### config.mk
export PLATFORM = sky130hd
export DESIGN_NAME = age_ranked_slot_replacer
export DESIGN_NICKNAME = d
export VERILOG_FILES = /design/src/hdl/arsr_pkg.sv /design/src/hdl/arsr_slot_table.sv /design/src/hdl/arsr_cmp_unit.sv /design/src/hdl/arsr_ctrl.sv /design/src/hdl/age_ranked_slot_replacer.sv
export SDC_FILE = /design/constraint.sdc
export NUM_CORES = 1
export LEC_CHECK = 0
export ABC_CLOCK_PERIOD_IN_PS = 9340
export BUFFER_PORTS_ARGS = -buffer_cell sky130_fd_sc_hd__buf_2
export CORE_UTILIZATION = 54
export CTS_CLUSTER_SIZE = 8
export DETAILED_ROUTE_END_ITERATION = 6
export PLACE_DENSITY_LB_ADDON = 0.2
export SYNTH_ARGS = -nofsm -noshare
export SYNTH_HDL_FRONTEND = slang
export SYNTH_HIERARCHICAL = 1
export SYNTH_SLANG_ARGS = --single-unit
### constraint.sdc
create_clock -name clk -period 9.34 [get_ports clk]
set_clock_uncertainty 0.05 [all_clocks]
set_input_delay 1.401 -clock clk [delete_from_list [all_inputs] [get_ports clk]]
set_output_delay 1.401 -clock clk [all_outputs]
set_load 0.005 [all_outputs]
### src/hdl/arsr_pkg.sv
`default_nettype none

package arsr_pkg;

    localparam int SLOT_COUNT  = 8;
    localparam int SLOT_W      = $clog2(SLOT_COUNT);
    localparam int COUNT_W     = $clog2(SLOT_COUNT + 1);
    localparam int STAMP_W     = 32;
    localparam int FUNC_W      = 2;
    localparam int IDX_W       = 3;
    localparam int STATUS_W    = 2;
    localparam int OUT_SLOT_W  = 3;
    localparam int OUT_COUNT_W = 4;
    // common width for comparing a display index against a count
    localparam int IDXC_W      = (COUNT_W > IDX_W) ? COUNT_W : IDX_W;

    localparam logic [STAMP_W-1:0] STAMP_MAX   = '1;
    localparam logic [STAMP_W-1:0] STAMP_EMPTY = '0;
    localparam logic [STAMP_W-1:0] STAMP_FIRST = STAMP_W'(1);

    localparam logic [FUNC_W-1:0] FUNC_SAVE   = 2'd0;
    localparam logic [FUNC_W-1:0] FUNC_DELETE = 2'd1;
    localparam logic [FUNC_W-1:0] FUNC_LOCATE = 2'd2;

    typedef enum logic [STATUS_W-1:0] {
        STATUS_OK      = 2'd0,
        STATUS_RANGE   = 2'd1,
        STATUS_EXHAUST = 2'd2
    } arsr_status_t;

    typedef struct packed {
        arsr_status_t           status;
        logic [OUT_SLOT_W-1:0]  slot;
        logic                   evicted;
        logic [OUT_COUNT_W-1:0] filled_count;
    } arsr_result_t;

    typedef struct packed {
        logic               en;
        logic [SLOT_W-1:0]  addr;
        logic [STAMP_W-1:0] data;
    } arsr_wr_t;

endpackage

`default_nettype wire

### src/hdl/arsr_slot_table.sv
`default_nettype none

module arsr_slot_table (
    input  wire logic                         clk,
    input  wire logic                         rst_n,
    input  wire arsr_pkg::arsr_wr_t           wr,
    input  wire logic [arsr_pkg::SLOT_W-1:0]  rd_addr,
    output logic      [arsr_pkg::STAMP_W-1:0] rd_data
);
    import arsr_pkg::*;

    logic [STAMP_W-1:0] stamp_reg [SLOT_COUNT];

    always_ff @(posedge clk or negedge rst_n)
    begin
        if (!rst_n)
        begin
            for (int i = 0; i < SLOT_COUNT; i++)
            begin
                stamp_reg[i] <= STAMP_EMPTY;
            end
        end
        else if (wr.en)
        begin
            stamp_reg[wr.addr] <= wr.data;
        end
    end

    assign rd_data = stamp_reg[rd_addr];

endmodule

`default_nettype wire

### src/hdl/arsr_cmp_unit.sv
`default_nettype none

// Shared magnitude comparator: every stamp ordering decision goes through here.
module arsr_cmp_unit (
    input  wire logic [arsr_pkg::STAMP_W-1:0] a,
    input  wire logic [arsr_pkg::STAMP_W-1:0] b,
    output logic                              gt
);
    import arsr_pkg::*;

    assign gt = (a > b);

endmodule

`default_nettype wire

### src/hdl/arsr_ctrl.sv
`default_nettype none

module arsr_ctrl (
    input  wire logic                         clk,
    input  wire logic                         rst_n,
    input  wire logic                         in_valid,
    output logic                              in_ready,
    input  wire logic [arsr_pkg::FUNC_W-1:0]  func,
    input  wire logic [arsr_pkg::IDX_W-1:0]   display_index,
    input  wire logic                         out_free,
    output logic                              done,
    output arsr_pkg::arsr_result_t            result,
    output arsr_pkg::arsr_wr_t                wr,
    output logic      [arsr_pkg::SLOT_W-1:0]  rd_addr,
    input  wire logic [arsr_pkg::STAMP_W-1:0] rd_data,
    output logic      [arsr_pkg::STAMP_W-1:0] cmp_a,
    output logic      [arsr_pkg::STAMP_W-1:0] cmp_b,
    input  wire logic                         cmp_gt
);
    import arsr_pkg::*;

    typedef enum logic [4:0] {
        ST_IDLE  = 5'b00001,
        ST_SAVE  = 5'b00010,
        ST_RLOAD = 5'b00100,
        ST_RCNT  = 5'b01000,
        ST_DONE  = 5'b10000
    } state_t;

    localparam logic [SLOT_W-1:0] LAST_SLOT = SLOT_W'(SLOT_COUNT - 1);

    state_t              state_reg,      state_next;
    logic [FUNC_W-1:0]   func_reg,       func_next;
    logic [IDX_W-1:0]    idx_reg,        idx_next;
    logic [SLOT_W-1:0]   ptr_reg,        ptr_next;
    logic [SLOT_W-1:0]   piv_reg,        piv_next;
    logic [STAMP_W-1:0]  pivot_reg,      pivot_next;
    logic [STAMP_W-1:0]  best_reg,       best_next;
    logic [SLOT_W-1:0]   best_idx_reg,   best_idx_next;
    logic [COUNT_W-1:0]  cnt_reg,        cnt_next;
    arsr_status_t        res_status_reg, res_status_next;
    logic [SLOT_W-1:0]   res_slot_reg,   res_slot_next;
    logic                res_evict_reg,  res_evict_next;
    logic [STAMP_W-1:0]  stamp_reg,      stamp_next;
    logic [COUNT_W-1:0]  filled_reg,     filled_next;

    logic               cur_zero;
    logic               ptr_last;
    logic               piv_last;
    logic               take;
    logic [COUNT_W-1:0] cnt_sum;

    assign cur_zero = (rd_data == STAMP_EMPTY);
    assign ptr_last = (ptr_reg == LAST_SLOT);
    assign piv_last = (piv_reg == LAST_SLOT);
    assign in_ready = (state_reg == ST_IDLE);
    assign take     = (ptr_reg == '0) || cmp_gt;
    assign cnt_sum  = cnt_reg + COUNT_W'(!cur_zero && cmp_gt);

    always_comb
    begin
        state_next      = state_reg;
        func_next       = func_reg;
        idx_next        = idx_reg;
        ptr_next        = ptr_reg;
        piv_next        = piv_reg;
        pivot_next      = pivot_reg;
        best_next       = best_reg;
        best_idx_next   = best_idx_reg;
        cnt_next        = cnt_reg;
        res_status_next = res_status_reg;
        res_slot_next   = res_slot_reg;
        res_evict_next  = res_evict_reg;
        stamp_next      = stamp_reg;
        filled_next     = filled_reg;
        done            = 1'b0;
        wr              = '{en: 1'b0, addr: res_slot_reg, data: STAMP_EMPTY};
        rd_addr         = ptr_reg;
        // save looks for a smaller stamp, rank counts newer stamps than the pivot
        cmp_a           = rd_data;
        cmp_b           = pivot_reg;

        unique case (state_reg)
            ST_IDLE:
            begin
                if (in_valid)
                begin
                    func_next       = func;
                    idx_next        = display_index;
                    ptr_next        = '0;
                    piv_next        = '0;
                    res_status_next = STATUS_OK;
                    res_slot_next   = '0;
                    res_evict_next  = 1'b0;
                    unique case (func)
                        FUNC_SAVE:
                        begin
                            if (stamp_reg == STAMP_MAX || stamp_reg == STAMP_EMPTY)
                            begin
                                res_status_next = STATUS_EXHAUST;
                                state_next      = ST_DONE;
                            end
                            else
                            begin
                                state_next = ST_SAVE;
                            end
                        end
                        FUNC_DELETE, FUNC_LOCATE:
                        begin
                            if (IDXC_W'(display_index) >= IDXC_W'(filled_reg))
                            begin
                                res_status_next = STATUS_RANGE;
                                state_next      = ST_DONE;
                            end
                            else
                            begin
                                state_next = ST_RLOAD;
                            end
                        end
                        default:
                        begin
                            state_next = ST_DONE;
                        end
                    endcase
                end
            end

            ST_SAVE:
            begin
                cmp_a = best_reg;
                cmp_b = rd_data;
                if (cur_zero)
                begin
                    // lowest empty slot wins outright
                    res_slot_next = ptr_reg;
                    state_next    = ST_DONE;
                end
                else
                begin
                    if (take)
                    begin
                        best_next     = rd_data;
                        best_idx_next = ptr_reg;
                    end
                    if (ptr_last)
                    begin
                        res_slot_next  = take ? ptr_reg : best_idx_reg;
                        res_evict_next = 1'b1;
                        state_next     = ST_DONE;
                    end
                    else
                    begin
                        ptr_next = ptr_reg + 1'b1;
                    end
                end
            end

            ST_RLOAD:
            begin
                rd_addr = piv_reg;
                if (cur_zero)
                begin
                    if (piv_last)
                    begin
                        res_status_next = STATUS_RANGE;
                        state_next      = ST_DONE;
                    end
                    else
                    begin
                        piv_next = piv_reg + 1'b1;
                    end
                end
                else
                begin
                    pivot_next = rd_data;
                    ptr_next   = '0;
                    cnt_next   = '0;
                    state_next = ST_RCNT;
                end
            end

            ST_RCNT:
            begin
                if (ptr_last)
                begin
                    if (IDXC_W'(cnt_sum) == IDXC_W'(idx_reg))
                    begin
                        res_slot_next = piv_reg;
                        state_next    = ST_DONE;
                    end
                    else if (piv_last)
                    begin
                        res_status_next = STATUS_RANGE;
                        state_next      = ST_DONE;
                    end
                    else
                    begin
                        piv_next   = piv_reg + 1'b1;
                        state_next = ST_RLOAD;
                    end
                end
                else
                begin
                    cnt_next = cnt_sum;
                    ptr_next = ptr_reg + 1'b1;
                end
            end

            ST_DONE:
            begin
                if (out_free)
                begin
                    done       = 1'b1;
                    state_next = ST_IDLE;
                    if (res_status_reg == STATUS_OK)
                    begin
                        if (func_reg == FUNC_SAVE)
                        begin
                            wr.en      = 1'b1;
                            wr.data    = stamp_reg;
                            stamp_next = stamp_reg + 1'b1;
                            if (!res_evict_reg)
                            begin
                                filled_next = filled_reg + 1'b1;
                            end
                        end
                        else if (func_reg == FUNC_DELETE)
                        begin
                            wr.en       = 1'b1;
                            filled_next = filled_reg - 1'b1;
                        end
                    end
                end
            end

            default:
            begin
                state_next = ST_IDLE;
            end
        endcase
    end

    assign result = '{status:       res_status_reg,
                      slot:         OUT_SLOT_W'(res_slot_reg),
                      evicted:      res_evict_reg,
                      filled_count: OUT_COUNT_W'(filled_next)};

    always_ff @(posedge clk or negedge rst_n)
    begin
        if (!rst_n)
        begin
            state_reg      <= ST_IDLE;
            stamp_reg      <= STAMP_FIRST;
            filled_reg     <= '0;
            res_status_reg <= STATUS_OK;
        end
        else
        begin
            state_reg      <= state_next;
            stamp_reg      <= stamp_next;
            filled_reg     <= filled_next;
            res_status_reg <= res_status_next;
        end
    end

    always_ff @(posedge clk)
    begin
        func_reg      <= func_next;
        idx_reg       <= idx_next;
        ptr_reg       <= ptr_next;
        piv_reg       <= piv_next;
        pivot_reg     <= pivot_next;
        best_reg      <= best_next;
        best_idx_reg  <= best_idx_next;
        cnt_reg       <= cnt_next;
        res_slot_reg  <= res_slot_next;
        res_evict_reg <= res_evict_next;
    end

endmodule

`default_nettype wire

### src/hdl/age_ranked_slot_replacer.sv
// Oldest-first slot replacer over a table of age-stamped slots.
// Input channel (in_valid/in_ready) carries one beat per command: func and
// display_index. Output channel (out_valid/out_ready) returns one beat per
// command: status, slot, evicted, filled_count.
// One command runs at a time; in_ready is high only while the sequencer idles.
// All stamp work goes through one 32-bit comparator, one slot per cycle:
//   save:           scans slots in order, stops at the first empty slot
//                   (at most 8 slots scanned)
//   delete, locate: counts newer stamps over all slots for each pivot slot;
//                   empty pivot slots are skipped without a counting pass
//   refused or unused command: goes straight to the result
// The next command is taken the cycle after the result is registered, so a
// new beat can be accepted while the previous result still waits at the
// output. If out_ready stays low, the finished command holds in its final
// state and the table is not updated until the output register frees up.
// Reset empties every slot, clears the filled count and sets the next stamp
// to one; no clearing pass is needed.
`default_nettype none

module age_ranked_slot_replacer (
    input  wire logic                              clk,
    input  wire logic                              rst_n,
    input  wire logic                              in_valid,
    output logic                                   in_ready,
    input  wire logic [arsr_pkg::FUNC_W-1:0]       func,
    input  wire logic [arsr_pkg::IDX_W-1:0]        display_index,
    output logic                                   out_valid,
    input  wire logic                              out_ready,
    output logic      [arsr_pkg::STATUS_W-1:0]     status,
    output logic      [arsr_pkg::OUT_SLOT_W-1:0]   slot,
    output logic                                   evicted,
    output logic      [arsr_pkg::OUT_COUNT_W-1:0]  filled_count
);
    import arsr_pkg::*;

    arsr_wr_t           wr;
    arsr_result_t       result;
    arsr_result_t       out_reg;
    logic               out_valid_reg, out_valid_next;
    logic               out_free;
    logic               done;
    logic [SLOT_W-1:0]  rd_addr;
    logic [STAMP_W-1:0] rd_data;
    logic [STAMP_W-1:0] cmp_a;
    logic [STAMP_W-1:0] cmp_b;
    logic               cmp_gt;

    arsr_slot_table u_table (
        .clk     (clk),
        .rst_n   (rst_n),
        .wr      (wr),
        .rd_addr (rd_addr),
        .rd_data (rd_data)
    );

    arsr_cmp_unit u_cmp (
        .a  (cmp_a),
        .b  (cmp_b),
        .gt (cmp_gt)
    );

    arsr_ctrl u_ctrl (
        .clk           (clk),
        .rst_n         (rst_n),
        .in_valid      (in_valid),
        .in_ready      (in_ready),
        .func          (func),
        .display_index (display_index),
        .out_free      (out_free),
        .done          (done),
        .result        (result),
        .wr            (wr),
        .rd_addr       (rd_addr),
        .rd_data       (rd_data),
        .cmp_a         (cmp_a),
        .cmp_b         (cmp_b),
        .cmp_gt        (cmp_gt)
    );

    assign out_free = !out_valid_reg || out_ready;

    always_comb
    begin
        out_valid_next = out_valid_reg;
        if (done)
        begin
            out_valid_next = 1'b1;
        end
        else if (out_ready)
        begin
            out_valid_next = 1'b0;
        end
    end

    always_ff @(posedge clk or negedge rst_n)
    begin
        if (!rst_n)
        begin
            out_valid_reg <= 1'b0;
        end
        else
        begin
            out_valid_reg <= out_valid_next;
        end
    end

    // hold the result beat until taken
    always_ff @(posedge clk)
    begin
        if (done)
        begin
            out_reg <= result;
        end
    end

    assign out_valid    = out_valid_reg;
    assign status       = out_reg.status;
    assign slot         = out_reg.slot;
    assign evicted      = out_reg.evicted;
    assign filled_count = out_reg.filled_count;

endmodule

`default_nettype wire

==> flow_metrics.env <==
export IMPL_status="finished, final reports clean"
export IMPL_crit_required_ns=9.50
export IMPL_synth_edff_count=96
export IMPL_cp_start_kind="flop"
export IMPL_seq_area_frac_synth_pct=53.6
export IMPL_die_y_um=191
export IMPL_holdBufCountCts=0
export IMPL_dpl_instance_area_um2=19900
export IMPL_min_path_type="reg2reg"
export IMPL_cap_violations=0
export IMPL_peakVddDrop_v=0.000205
export IMPL_finalCriticalPeriod_ns=7.79
export IMPL_first_iter_violations=814
export IMPL_first_pass_iters=5
export IMPL_crit_path_max_fanout=38
export IMPL_crit_end="u_ctrl/res_slot_reg[0]"
export IMPL_muxShareOfSynthArea_pct=25.3
export IMPL_synth_warnings=6
export IMPL_grt_pass1_vias=12000
export IMPL_reg2reg_to="u_ctrl/res_slot_reg[0]"
export IMPL_r2r_start="u_ctrl/state_reg[1]"
export IMPL_synthAdderAreaFrac_pct=2.97
export IMPL_worstPathArrival_ns=7.95
export IMPL_startpoint="u_ctrl/state_reg[1]"
export IMPL_start_util_pct=54.6
export IMPL_crit_slowest_cell="mux2_4"
export IMPL_cts_setup_buffers=0
export IMPL_max_stage_delay_ns=0.75
export IMPL_syn_avg_cell_area_um2=13.3
export IMPL_synth_largest_area_cell="dfrtp_1"
export IMPL_h_tree_depth=2
export IMPL_finalHoldViolCount=0
export IMPL_clkLatencyLatePin_ns=0.57
export IMPL_grt_max_degree=167
export IMPL_dieArea_um2=36700
export IMPL_cts_buffers=55
export IMPL_io_pins=21
export IMPL_path_cells="nor3_1, nand3b_1, mux2_4, buf_4, mux4_2, mux2_2, nand2_1, nand2_1, ha_1, nand4_1, nor4_1, a21boi_0, o31ai_1, a21oi_1, nor2b_1, ha_1, ha_1, xor2_1, or3_1, a211oi_1, a22oi_1, a211oi_1"
export IMPL_period_share_pct=83.4
export IMPL_root_buffer="clkbuf_16"
export IMPL_slew_headroom_pct=31.3
export IMPL_synth_top_area_share_pct=38.5
export IMPL_max_clock_freq_mhz=128
export IMPL_dp_hpwl_um=26400
export IMPL_core_um2=35500
export IMPL_synth_fp_nets=1516
export IMPL_rows=69
export IMPL_crit_path_end_kind="flop"
export IMPL_synthArstFlopShare_pct=75.8
export IMPL_antenna_found_initial=0
export IMPL_synthTopCellsByArea="dfrtp_1, mux2_2, edfxtp_1"
export IMPL_vias=11700
export IMPL_setup_viol=0
export IMPL_largest_reg_flops=256
export IMPL_cp_common_cell="ha_1"
export IMPL_grt_overflow=0
export IMPL_ant_nets=0
export IMPL_cellPowerDensity_nw_per_um2=204
export IMPL_synthFlopType="dfrtp_1"
export IMPL_routed_wl_um=42600
export IMPL_drc=0
export IMPL_rsz0062_at_grt="false"
export IMPL_cp_depth=22
export IMPL_grt_pass1_wl_um=67900
export IMPL_post_route_util_pct=60.4
export IMPL_area_growth_pct=10.6
export IMPL_clk_pin_slew_ns=0.05
export IMPL_synth_top_family_by_area="multiplexers"
export IMPL_worst_setup_path_type="reg2reg"
export IMPL_synth_xor_area_share_pct=1.90
export IMPL_die_x_um=191
export IMPL_num_antenna_cells=0
export IMPL_netlist_instances=1461
export IMPL_regToRegSetupSlack_ns=1.55
export IMPL_syn_area_um2=19400
export IMPL_yosysUniqueCellTypes=68
export IMPL_routedWlPerCell_um=21.6
export IMPL_drv_slew=0
export IMPL_place_gp_congestion=0.846
export IMPL_grt_usage_pct=24.4
export IMPL_critPathTopFamily="simple AND/OR/NAND/NOR gates"
export IMPL_clock_sinks=396
export IMPL_setup_tns_final_ns=0
export IMPL_cts_tree="built"
export IMPL_worst_pin_slew_ns=1.03
export IMPL_synth_simple_area_share_pct=10.8
export IMPL_io_buffers=20
export IMPL_cts_resized=0
export IMPL_final_layout_size_suffix_gt1_share_pct=28.2
export IMPL_min_delay_start="u_table/stamp_reg[251]"
export IMPL_final_area_um2=21400
export IMPL_fill_cells=2751
export IMPL_synth_seq_cells=396
export IMPL_drt_vias_per_instance=5.90
export IMPL_total_power_mw=4.37
export IMPL_path_buf_inv=1
export IMPL_reg2reg_depth=22
export IMPL_layout_nets=1536
export IMPL_synth_compound_area_share_pct=2.15
export IMPL_total_leakage_power_nw=10.5
export IMPL_cts_buffer_depth=3
## how the worst min path moves through the flow
stage	endpoint	cells past startpoint
global route	u_table/stamp_reg[251]	1
detailed placement	u_table/stamp_reg[251]	1
global placement	u_table/stamp_reg[116]	1
floorplan	slot[0]	0
finish	u_table/stamp_reg[251]	1
CTS	u_table/stamp_reg[251]	1
## worst reg2reg max path: cells and delay by family, from the launching register on
kind | cells | cell delay, ns
AND/OR/NAND/NOR | 8 | 2.18
AO/OA/AOI/OAI | 6 | 1.85
multiplexers | 3 | 1.62
adder cells (fa/ha/maj) | 3 | 0.78
buffers and inverters | 1 | 0.45
flip-flops | 1 | 0.42
XOR/XNOR | 1 | 0.10
## cell usage after synthesis (24+ instances only)
cell type	count
dfrtp_1	298
mux2_2	282
nand2_1	237
edfxtp_1	96
inv_1	53
ha_1	46
mux4_1	40
and2_1	32
nor2_1	31
xnor2_1	26
a21oi_1	25
buf_2	24
mux4_2	24
## final cells by class
cell class,count,area [µm²],share of cell area [%]
Sequential cell,396,10400,48.5
Multi-Input combinational cell,934,8410,39.2
Clock buffer,89,1530,7.11
Tap cell,461,577,2.69
Timing Repair Buffer,40,273,1.27
Inverter,54,203,0.945
Clock inverter,3,55.1,0.257
## kinds of logic (layout without fill, tap and decap cells)
kind of cell | after synthesis | after routing
flops | 396 | 396
compound gates | 67 | 67
mux | 358 | 358
xor+xnor | 42 | 42
buf+inv | 131 | 186
simple gates | 421 | 421
fa+ha+maj | 46 | 46
## per-layer routing
metal  up-vias  track usage (%)  part of all wire (%)
met4         0             5.77                   1.6
met5         -                0                     0
met2       195             39.1                    48
li1       5336                -                     -
met1      6063             35.0                    47
met3        61             3.87                   3.4
## stage by stage
step / cells / setup WS [ns] / hold slack, ns
4_1_cts: 1977 / 1.61 / 0.434
2_1_floorplan: 1461 / 2.79 / 0.378
5_1_grt: 1977 / 1.09 / 0.445
6_report: 1977 / 1.55 / 0.431
3_3_place_gp: 1885 / 1.90 / 0.409
3_5_place_dp: 1885 / 1.69 / 0.423
## placed cells by master, fill, tap and decap left out, types with 24 or more instances in the layout
master and n:
a21oi_1 25, and2_1 32, clkbuf_1 33, clkbuf_16 56, dfrtp_1 298, edfxtp_1 96
ha_1 46, inv_1 53, mux2_2 280, mux4_1 40, mux4_2 24, nand2_1 237
nor2_1 30, xnor2_1 26
## power by group
| part | leakage, nW | internal (mW) | switching [mW] | total, mW |
|---|---|---|---|---|
| logic | 4.77 | 0.245 | 0.381 | 0.626 |
| clock network | 0.755 | 1.13 | 0.705 | 1.83 |
| registers | 4.98 | 1.84 | 0.0795 | 1.92 |
Power figures use the tool's default switching activity.
